## src/rtl/slt_pkg.sv

```systemverilog
package slt_pkg;

  localparam int DEPTH_DEF      = 32;
  localparam int WORD_WIDTH_DEF = 32;

  localparam logic [1:0] ACT_READ   = 2'd0;
  localparam logic [1:0] ACT_FIND   = 2'd1;
  localparam logic [1:0] ACT_INSERT = 2'd2;
  localparam logic [1:0] ACT_DELETE = 2'd3;

  localparam logic [2:0] ST_OK       = 3'd0;
  localparam logic [2:0] ST_EMPTY    = 3'd1;
  localparam logic [2:0] ST_BADPOS   = 3'd2;
  localparam logic [2:0] ST_FULL     = 3'd3;
  localparam logic [2:0] ST_NOTFOUND = 3'd4;

  typedef struct packed {
    logic signed [31:0] result_value;
    logic [4:0]         found_index;
    logic [2:0]         status;
    logic [5:0]         entry_count;
    logic               is_empty;
  } slt_result_t;

endpackage

```

## src/rtl/slt_ram.sv

```systemverilog
module slt_ram #(
  parameter int WIDTH = 32,
  parameter int DEPTH = 32
) (
  input  logic                     clk_i,
  input  logic                     we_i,
  input  logic [$clog2(DEPTH)-1:0] waddr_i,
  input  logic [WIDTH-1:0]         wdata_i,
  input  logic                     re_i,
  input  logic [$clog2(DEPTH)-1:0] raddr_i,
  output logic [WIDTH-1:0]         rdata_o
);

  logic [WIDTH-1:0] mem [DEPTH];
  logic [WIDTH-1:0] rdata_q;

  always_ff @(posedge clk_i) begin
    if (we_i) begin
      mem[waddr_i] <= wdata_i;
    end
    if (re_i) begin
      rdata_q <= mem[raddr_i];
    end
  end

  assign rdata_o = rdata_q;

endmodule

```

## src/rtl/slt_engine.sv

```systemverilog
module slt_engine import slt_pkg::*; #(
  parameter int DEPTH      = DEPTH_DEF,
  parameter int WORD_WIDTH = WORD_WIDTH_DEF
) (
  input  logic               clk_i,
  input  logic               rst_ni,
  input  logic               start_i,
  input  logic [1:0]         action_i,
  input  logic [5:0]         position_i,
  input  logic signed [31:0] value_i,
  input  logic               hold_i,
  output logic               busy_o,
  output logic               done_o,
  output slt_result_t        res_o
);

  localparam int AW = $clog2(DEPTH);
  localparam int CW = $clog2(DEPTH + 1);
  localparam int PW = ((CW > 6) ? CW : 6) + 1;

  localparam logic [2:0] S_IDLE = 3'd0;
  localparam logic [2:0] S_READ = 3'd1;
  localparam logic [2:0] S_FIND = 3'd2;
  localparam logic [2:0] S_INS  = 3'd3;
  localparam logic [2:0] S_INSW = 3'd4;
  localparam logic [2:0] S_DELR = 3'd5;
  localparam logic [2:0] S_DEL  = 3'd6;
  localparam logic [2:0] S_DONE = 3'd7;

  logic [2:0]            state_q, state_d;
  logic [CW-1:0]         count_q, count_d;
  logic [CW-1:0]         ptr_q, ptr_d;
  logic [AW-1:0]         pa_q, pa_d;
  logic [WORD_WIDTH-1:0] word_q, word_d;
  logic [WORD_WIDTH-1:0] res_q, res_d;
  logic [AW-1:0]         found_q, found_d;
  logic [2:0]            status_q, status_d;

  logic                  ram_we, ram_re;
  logic [AW-1:0]         ram_waddr, ram_raddr;
  logic [WORD_WIDTH-1:0] ram_wdata, ram_rdata;

  logic [PW-1:0]         pos_w, cnt_w;
  logic                  pos_bad_rd;

  assign pos_w      = PW'(position_i);
  assign cnt_w      = PW'(count_q);
  assign pos_bad_rd = (pos_w == '0) || (pos_w > cnt_w);

  slt_ram #(
    .WIDTH(WORD_WIDTH),
    .DEPTH(DEPTH)
  ) u_ram (
    .clk_i   (clk_i),
    .we_i    (ram_we),
    .waddr_i (ram_waddr),
    .wdata_i (ram_wdata),
    .re_i    (ram_re),
    .raddr_i (ram_raddr),
    .rdata_o (ram_rdata)
  );

  always_comb begin
    state_d   = state_q;
    count_d   = count_q;
    ptr_d     = ptr_q;
    pa_d      = pa_q;
    word_d    = word_q;
    res_d     = res_q;
    found_d   = found_q;
    status_d  = status_q;
    ram_we    = 1'b0;
    ram_waddr = '0;
    ram_wdata = ram_rdata;
    ram_re    = 1'b0;
    ram_raddr = '0;
    case (state_q)
      S_IDLE: begin
        if (start_i) begin
          res_d    = '0;
          found_d  = '0;
          status_d = ST_OK;
          word_d   = WORD_WIDTH'(value_i);
          pa_d     = AW'(pos_w - 1'b1);
          case (action_i)
            ACT_READ, ACT_DELETE: begin
              if (cnt_w == '0) begin
                status_d = ST_EMPTY;
                state_d  = S_DONE;
              end else if (pos_bad_rd) begin
                status_d = ST_BADPOS;
                state_d  = S_DONE;
              end else begin
                ram_re    = 1'b1;
                ram_raddr = AW'(pos_w - 1'b1);
                state_d   = (action_i == ACT_READ) ? S_READ : S_DELR;
              end
            end
            ACT_FIND: begin
              if (cnt_w == '0) begin
                status_d = ST_EMPTY;
                state_d  = S_DONE;
              end else begin
                ram_re    = 1'b1;
                ram_raddr = '0;
                ptr_d     = '0;
                state_d   = S_FIND;
              end
            end
            default: begin
              if (cnt_w >= PW'(DEPTH)) begin
                status_d = ST_FULL;
                state_d  = S_DONE;
              end else if ((pos_w == '0) || (pos_w > cnt_w + 1'b1)) begin
                status_d = ST_BADPOS;
                state_d  = S_DONE;
              end else if (pos_w == cnt_w + 1'b1) begin
                state_d = S_INSW;
              end else begin
                // shift walks down from the top entry
                ram_re    = 1'b1;
                ram_raddr = AW'(cnt_w - 1'b1);
                ptr_d     = count_q;
                state_d   = S_INS;
              end
            end
          endcase
        end
      end
      S_READ: begin
        res_d   = ram_rdata;
        state_d = S_DONE;
      end
      S_FIND: begin
        if (ram_rdata == word_q) begin
          found_d = AW'(ptr_q);
          state_d = S_DONE;
        end else if (CW'(ptr_q + 1'b1) == count_q) begin
          status_d = ST_NOTFOUND;
          state_d  = S_DONE;
        end else begin
          ram_re    = 1'b1;
          ram_raddr = AW'(ptr_q + 1'b1);
          ptr_d     = CW'(ptr_q + 1'b1);
        end
      end
      S_INS: begin
        ram_we    = 1'b1;
        ram_waddr = AW'(ptr_q);
        if (ptr_q == CW'(CW'(pa_q) + 1'b1)) begin
          state_d = S_INSW;
        end else begin
          ram_re    = 1'b1;
          ram_raddr = AW'(ptr_q - 2'd2);
          ptr_d     = CW'(ptr_q - 1'b1);
        end
      end
      S_INSW: begin
        ram_we    = 1'b1;
        ram_waddr = pa_q;
        ram_wdata = word_q;
        count_d   = CW'(count_q + 1'b1);
        state_d   = S_DONE;
      end
      S_DELR: begin
        res_d = ram_rdata;
        if (CW'(CW'(pa_q) + 1'b1) == count_q) begin
          count_d = CW'(count_q - 1'b1);
          state_d = S_DONE;
        end else begin
          ram_re    = 1'b1;
          ram_raddr = AW'(pa_q + 1'b1);
          ptr_d     = CW'(CW'(pa_q) + 1'b1);
          state_d   = S_DEL;
        end
      end
      S_DEL: begin
        // move entry ptr down one place while fetching the next one
        ram_we    = 1'b1;
        ram_waddr = AW'(ptr_q - 1'b1);
        if (CW'(ptr_q + 1'b1) == count_q) begin
          count_d = CW'(count_q - 1'b1);
          state_d = S_DONE;
        end else begin
          ram_re    = 1'b1;
          ram_raddr = AW'(ptr_q + 1'b1);
          ptr_d     = CW'(ptr_q + 1'b1);
        end
      end
      S_DONE: begin
        if (!hold_i) begin
          state_d = S_IDLE;
        end
      end
      default: begin
        state_d = S_IDLE;
      end
    endcase
  end

  always_ff @(posedge clk_i or negedge rst_ni) begin
    if (!rst_ni) begin
      state_q <= S_IDLE;
      count_q <= '0;
    end else begin
      state_q <= state_d;
      count_q <= count_d;
    end
  end

  always_ff @(posedge clk_i) begin
    ptr_q    <= ptr_d;
    pa_q     <= pa_d;
    word_q   <= word_d;
    res_q    <= res_d;
    found_q  <= found_d;
    status_q <= status_d;
  end

  assign busy_o = (state_q != S_IDLE);
  assign done_o = (state_q == S_DONE);

  assign res_o.result_value = 32'($signed(res_q));
  assign res_o.found_index  = 5'(found_q);
  assign res_o.status       = status_q;
  assign res_o.entry_count  = 6'(count_q);
  assign res_o.is_empty     = (count_q == '0);

endmodule

```

## src/rtl/sequential_list_table.sv

```systemverilog
// Bounded ordered list of signed words kept in one synchronous memory with a
// live entry count. Each beat runs one operation: read at a 1-based position,
// find the first 0-based index holding a value, insert at a 1-based position
// (later entries move up) or delete at a 1-based position (later entries move
// down, the removed word comes back). Every beat gives exactly one result beat
// with status, count after the operation and an empty flag. A rejected
// operation (empty, full, bad position) touches no memory; read fetches one
// entry; find reads from index 0 up to a match or the last entry; insert and
// delete move the later entries one place each. The memory's single read port
// walks the list one entry a cycle while the write port stores moved entries.
// One operation runs at a time; the next beat is taken once the result sits in
// the output register, even while that result is still stalled.
module sequential_list_table import slt_pkg::*; #(
  parameter int DEPTH      = DEPTH_DEF,
  parameter int WORD_WIDTH = WORD_WIDTH_DEF
) (
  input  logic               clk_i,
  input  logic               rst_ni,
  input  logic               in_valid_i,
  output logic               in_stall_o,
  input  logic [1:0]         action_i,
  input  logic [5:0]         position_i,
  input  logic signed [31:0] value_i,
  output logic               out_valid_o,
  input  logic               out_stall_i,
  output logic signed [31:0] result_value_o,
  output logic [4:0]         found_index_o,
  output logic [2:0]         status_o,
  output logic [5:0]         entry_count_o,
  output logic               is_empty_o
);

  logic        busy, done, out_busy, out_load, start;
  slt_result_t eng_res;
  slt_result_t out_res_q;
  logic        out_valid_q, out_valid_d;

  assign start    = in_valid_i && !busy;
  assign out_busy = out_valid_q && out_stall_i;
  assign out_load = done && !out_busy;

  slt_engine #(
    .DEPTH(DEPTH),
    .WORD_WIDTH(WORD_WIDTH)
  ) u_engine (
    .clk_i      (clk_i),
    .rst_ni     (rst_ni),
    .start_i    (start),
    .action_i   (action_i),
    .position_i (position_i),
    .value_i    (value_i),
    .hold_i     (out_busy),
    .busy_o     (busy),
    .done_o     (done),
    .res_o      (eng_res)
  );

  always_comb begin
    out_valid_d = out_valid_q;
    if (out_load) begin
      out_valid_d = 1'b1;
    end else if (!out_stall_i) begin
      out_valid_d = 1'b0;
    end
  end

  always_ff @(posedge clk_i or negedge rst_ni) begin
    if (!rst_ni) begin
      out_valid_q <= 1'b0;
    end else begin
      out_valid_q <= out_valid_d;
    end
  end

  always_ff @(posedge clk_i) begin
    if (out_load) begin
      out_res_q <= eng_res;
    end
  end

  assign in_stall_o     = busy;
  assign out_valid_o    = out_valid_q;
  assign result_value_o = out_res_q.result_value;
  assign found_index_o  = out_res_q.found_index;
  assign status_o       = out_res_q.status;
  assign entry_count_o  = out_res_q.entry_count;
  assign is_empty_o     = out_res_q.is_empty;

endmodule

```

## config.mk

```make
export PLATFORM = sky130hd
export DESIGN_NAME = sequential_list_table
export DESIGN_NICKNAME = d
export VERILOG_FILES = /design/src/rtl/slt_pkg.sv /design/src/rtl/slt_ram.sv /design/src/rtl/slt_engine.sv /design/src/rtl/sequential_list_table.sv
export SDC_FILE = /design/constraint.sdc
export NUM_CORES = 2
export LEC_CHECK = 0
export BUFFER_PORTS_ARGS = -buffer_cell sky130_fd_sc_hd__buf_2
export CAP_MARGIN = 30
export CORE_ASPECT_RATIO = 1.4
export CORE_MARGIN = 10
export CORE_UTILIZATION = 50
export CTS_CLUSTER_DIAMETER = 120
export DETAILED_ROUTE_END_ITERATION = 10
export PLACE_DENSITY_LB_ADDON = 0.15
export SYNTH_ARGS = -nofsm -noshare
export SYNTH_HDL_FRONTEND = slang
export SYNTH_SLANG_ARGS = --single-unit
```

## constraint.sdc

```tcl
create_clock -name clk_i -period 6.3 [get_ports clk_i]
set_input_delay 0.63 -clock clk_i [delete_from_list [all_inputs] [get_ports clk_i]]
set_output_delay 0.63 -clock clk_i [all_outputs]
set_load 0.02 [all_outputs]
```

==> run metrics <==
Num Clock Sinks=1196; final setup violating endpoints=0; Critical Path Source Type=flip-flop; number of H-tree levels=3; Finished Core Util=56.4%; clock tree root driver cell=sky130_fd_sc_hd__clkbuf_16; Area Growth Syn to Fin=12.1%; worst min path class=primary input to flip-flop; filler instances=7406; global routing met3 resource utilization=3.37%; number of ports placed on the die boundary=93; worst-case clock skew=0.0382 ns; crit path DAT=5.83 ns; Core Area=0.0954 mm^2; critical path start-end classification=flip-flop to flip-flop; num rows=134; fraction of final layout cells with drive strength greater than 1=12.4%; synthesized instance count=3353; Skew-Pair Late Insertion Delay=0.73 ns; min cycle time layout=5.41 ns; slew of the pin with the lowest slew margin=0.938 ns; maximum number of pins on one net before global-route repair=129; die area=0.109 mm^2; number of diodes added for antenna fixing=0; total number of yosys warnings=0; Die Span Y=387 um; leading cell type in the layout, fill and taps excluded=sky130_fd_sc_hd__edfxtp_1; sum of net half-perimeters after detailed placement=77.8 mm; area of placed instances=0.0503 mm^2; number of clock buffers inserted by TritonCTS=112; Post-synth EDFFs=1186; CTS tree=yes; share of the clock period used by the worst path after layout=85.9%; layer with the highest usage=met2; gr ovfl total=0; cell area after layout=0.0538 mm^2; via count of the first global-routing pass=28800; global routing usage on met2=42.0%; cell type of the slowest stage on the worst timing path=sky130_fd_sc_hd__dfrtp_1; maximum buffer depth of the clock tree=3; Leak=0.0181 uW; Peak supply drop=473 uV; total global-route track usage=25.4%; Iteration-0 DRC Markers=3728; wire length per cell=29.7 um; leading register cell type out of synthesis=sky130_fd_sc_hd__edfxtp_1; CP required=6.72 ns; Max Cap Violations=0; global-route wire length before repair=201 mm; final number of max-transition violations=0; setup slack of the most critical reg-to-reg path=0.89 ns; met1 Resource Use GR=33.3%; most used cells in the layout excluding fill and tap cells=1186 x sky130_fd_sc_hd__edfxtp_1, 822 x sky130_fd_sc_hd__nand2_1, 270 x sky130_fd_sc_hd__nand3_1; final layout net count=3523; sequence of cells on the critical path=inv_1, nor3_1, xnor2_1, ha_1, and3_1, nand4_1, o21ai_0, a21oi_1, o211a_1, nor3_4, buf_12, buf_4, mux2i_1, a32oi_1, a31oi_1, nor4_2; number of iterations in the first detailed-routing pass=5; Final Hold Viols=0; Max Fclk=185 MHz; CP max FO=68; share of synthesized flip-flops with an asynchronous set or reset=0.836%; setup repair after global routing missed its margin=false; Vias=29600; total standard cell area after synthesis=0.0480 mm^2; Buffers on Ports=92; power per unit of standard cell area=578 mW/mm^2; DRC violation count after routing=0; Largest stage delay, worst path=0.71 ns; kind of end point of the critical path=flip-flop; Worst slew margin=37.5%; register area share after synthesis=74.7%; Sum Neg Setup Slack=0 ns; number of different library cells in the post-synthesis netlist=66; Horiz. Die Dim=282 um; number of buffers inserted by post-CTS setup repair=0; syn avg cell area=14.3 um^2; Reg clk slew, reported paths=0.06 ns; Starting Density=50.3%; drt via density=6.22; run status=finished, final reports clean; flop and latch count out of synthesis=1196; number of nets with antenna violations after routing=0; total nets after synthesis=3428; global placement routability congestion=0.892; antenna violations before repair=5; final routed wirelength across all metal layers=141 mm
==> worst paths after layout <==
kind	from	end	depth (start not counted)
max	u_engine.count_q[1]$_DFFE_PN0P_	u_engine.u_ram.rdata_o[28]$_DFFE_PP_	16
min	value_i[19]	u_engine.word_q[19]$_DFFE_PP_	1
max reg2reg	u_engine.count_q[1]$_DFFE_PN0P_	u_engine.u_ram.rdata_o[28]$_DFFE_PP_	16
min reg2reg	u_engine.status_q[0]$_SDFFCE_PP0P_	status_o[0]$_DFFE_PP_	0
max in group asynchronous	rst_ni	out_valid_o$_DFFE_PN0P_	2
min in group asynchronous	rst_ni	u_engine.count_q[0]$_DFFE_PN0P_	2
==> cell families after synthesis <==
logic type               after synthesis  synth area share, %
AO/OA/AOI/OAI                        364                 5.62
XOR/XNOR                              74                 1.35
adder cells (fa/ha/maj)               31                0.824
buffers and inverters                226                 2.16
flip-flops                          1196                 74.7
multiplexers                         161                 3.44
AND/OR/NAND/NOR                     1301                 11.9
==> repair_timing <==
item,CTS,global route
hold buffers,1,0
resized for setup,0,0
hold endpoints to repair,10,0
==> metal layers <==
layer | vias to the layer above | share of wire [%]
li1 | 12800 | -
met1 | 15000 | 38
met2 | 1507 | 49
met3 | 278 | 8.3
met4 | 0 | 4.2
met5 | - | 0
==> critical path: cells and delay by family, from the launching register on <==
family | cells | cell delay [ns]
AND/OR/NAND/NOR | 5 | 1.47
buffers and inverters | 3 | 1.30
AO/OA/AOI/OAI | 5 | 0.96
flip-flops | 1 | 0.71
adder cells (fa/ha/maj) | 1 | 0.31
multiplexers | 1 | 0.18
XOR/XNOR | 1 | 0.09
==> state kept, by name, summed over array words and instances, names as in the netlist, 6 cells and up <==
name,flops
u_engine.u_ram.rdata_o,32
entry_count_o,6
result_value_o,32
u_engine.count_q,6
u_engine.ptr_q,6
u_engine.word_q,32
u_engine.u_ram.mem,1024
u_engine.res_q,32
==> Yosys cell counts, types with 7 or more instances <==
master | count | share of area, %
sky130_fd_sc_hd__nand2b_1 | 9 | 0.12
sky130_fd_sc_hd__nand3_1 | 270 | 2.8
sky130_fd_sc_hd__a31oi_1 | 132 | 1.7
sky130_fd_sc_hd__and3_1 | 7 | 0.091
sky130_fd_sc_hd__nor4_2 | 26 | 0.68
sky130_fd_sc_hd__inv_1 | 28 | 0.22
sky130_fd_sc_hd__and2_1 | 33 | 0.43
sky130_fd_sc_hd__xnor2_1 | 67 | 1.2
sky130_fd_sc_hd__buf_4 | 13 | 0.20
sky130_fd_sc_hd__nand4_1 | 13 | 0.17
sky130_fd_sc_hd__nor2_1 | 76 | 0.59
sky130_fd_sc_hd__a21oi_1 | 19 | 0.20
sky130_fd_sc_hd__o21ai_0 | 25 | 0.26
sky130_fd_sc_hd__xor2_1 | 7 | 0.13
sky130_fd_sc_hd__dfrtp_1 | 10 | 0.52
sky130_fd_sc_hd__mux2_2 | 33 | 0.77
sky130_fd_sc_hd__mux2i_1 | 128 | 2.7
sky130_fd_sc_hd__nor3_1 | 14 | 0.15
sky130_fd_sc_hd__nor4_1 | 10 | 0.13
sky130_fd_sc_hd__ha_1 | 30 | 0.78
sky130_fd_sc_hd__buf_1 | 9 | 0.070
sky130_fd_sc_hd__clkbuf_1 | 107 | 0.84
sky130_fd_sc_hd__buf_6 | 7 | 0.16
sky130_fd_sc_hd__a32oi_1 | 129 | 2.4
sky130_fd_sc_hd__edfxtp_1 | 1186 | 74
sky130_fd_sc_hd__buf_2 | 59 | 0.62
sky130_fd_sc_hd__nand2_1 | 824 | 6.4
==> stage by stage <==
| step | instances | power, uW | setup slack [ns] | hold WS [ns] |
|---|---|---|---|---|
| finish | 4757 | 31100 | 0.890 | 0.0792 |
| global route | 4757 | 32500 | 0.639 | 0.0659 |
| CTS | 4756 | 31100 | 0.908 | 0.0257 |
| detailed placement | 4556 | 24600 | 0.947 | 0.405 |
| global placement | 4550 | 24400 | 1.04 | 0.401 |
| floorplan | 3353 | 20000 | 2.49 | 0.334 |
==> final cells by class <==
cell class / count / area (um^2) / area share [%]
multi-input cells: 1931 / 11400 / 21.2
well taps: 1224 / 1530 / 2.84
inverters: 30 / 113 / 0.209
clock inverters: 66 / 589 / 1.09
clock buffers: 133 / 2900 / 5.39
repair buffers: 177 / 1400 / 2.59
flip-flops and latches: 1196 / 35900 / 66.6
==> power by group <==
part           internal (uW)  switching [uW]
registers              11400             662
clock network           3640            2900
logic                   3550            9010
total                  18600           12600
No activity file was read; power rests on OpenSTA's default activity.
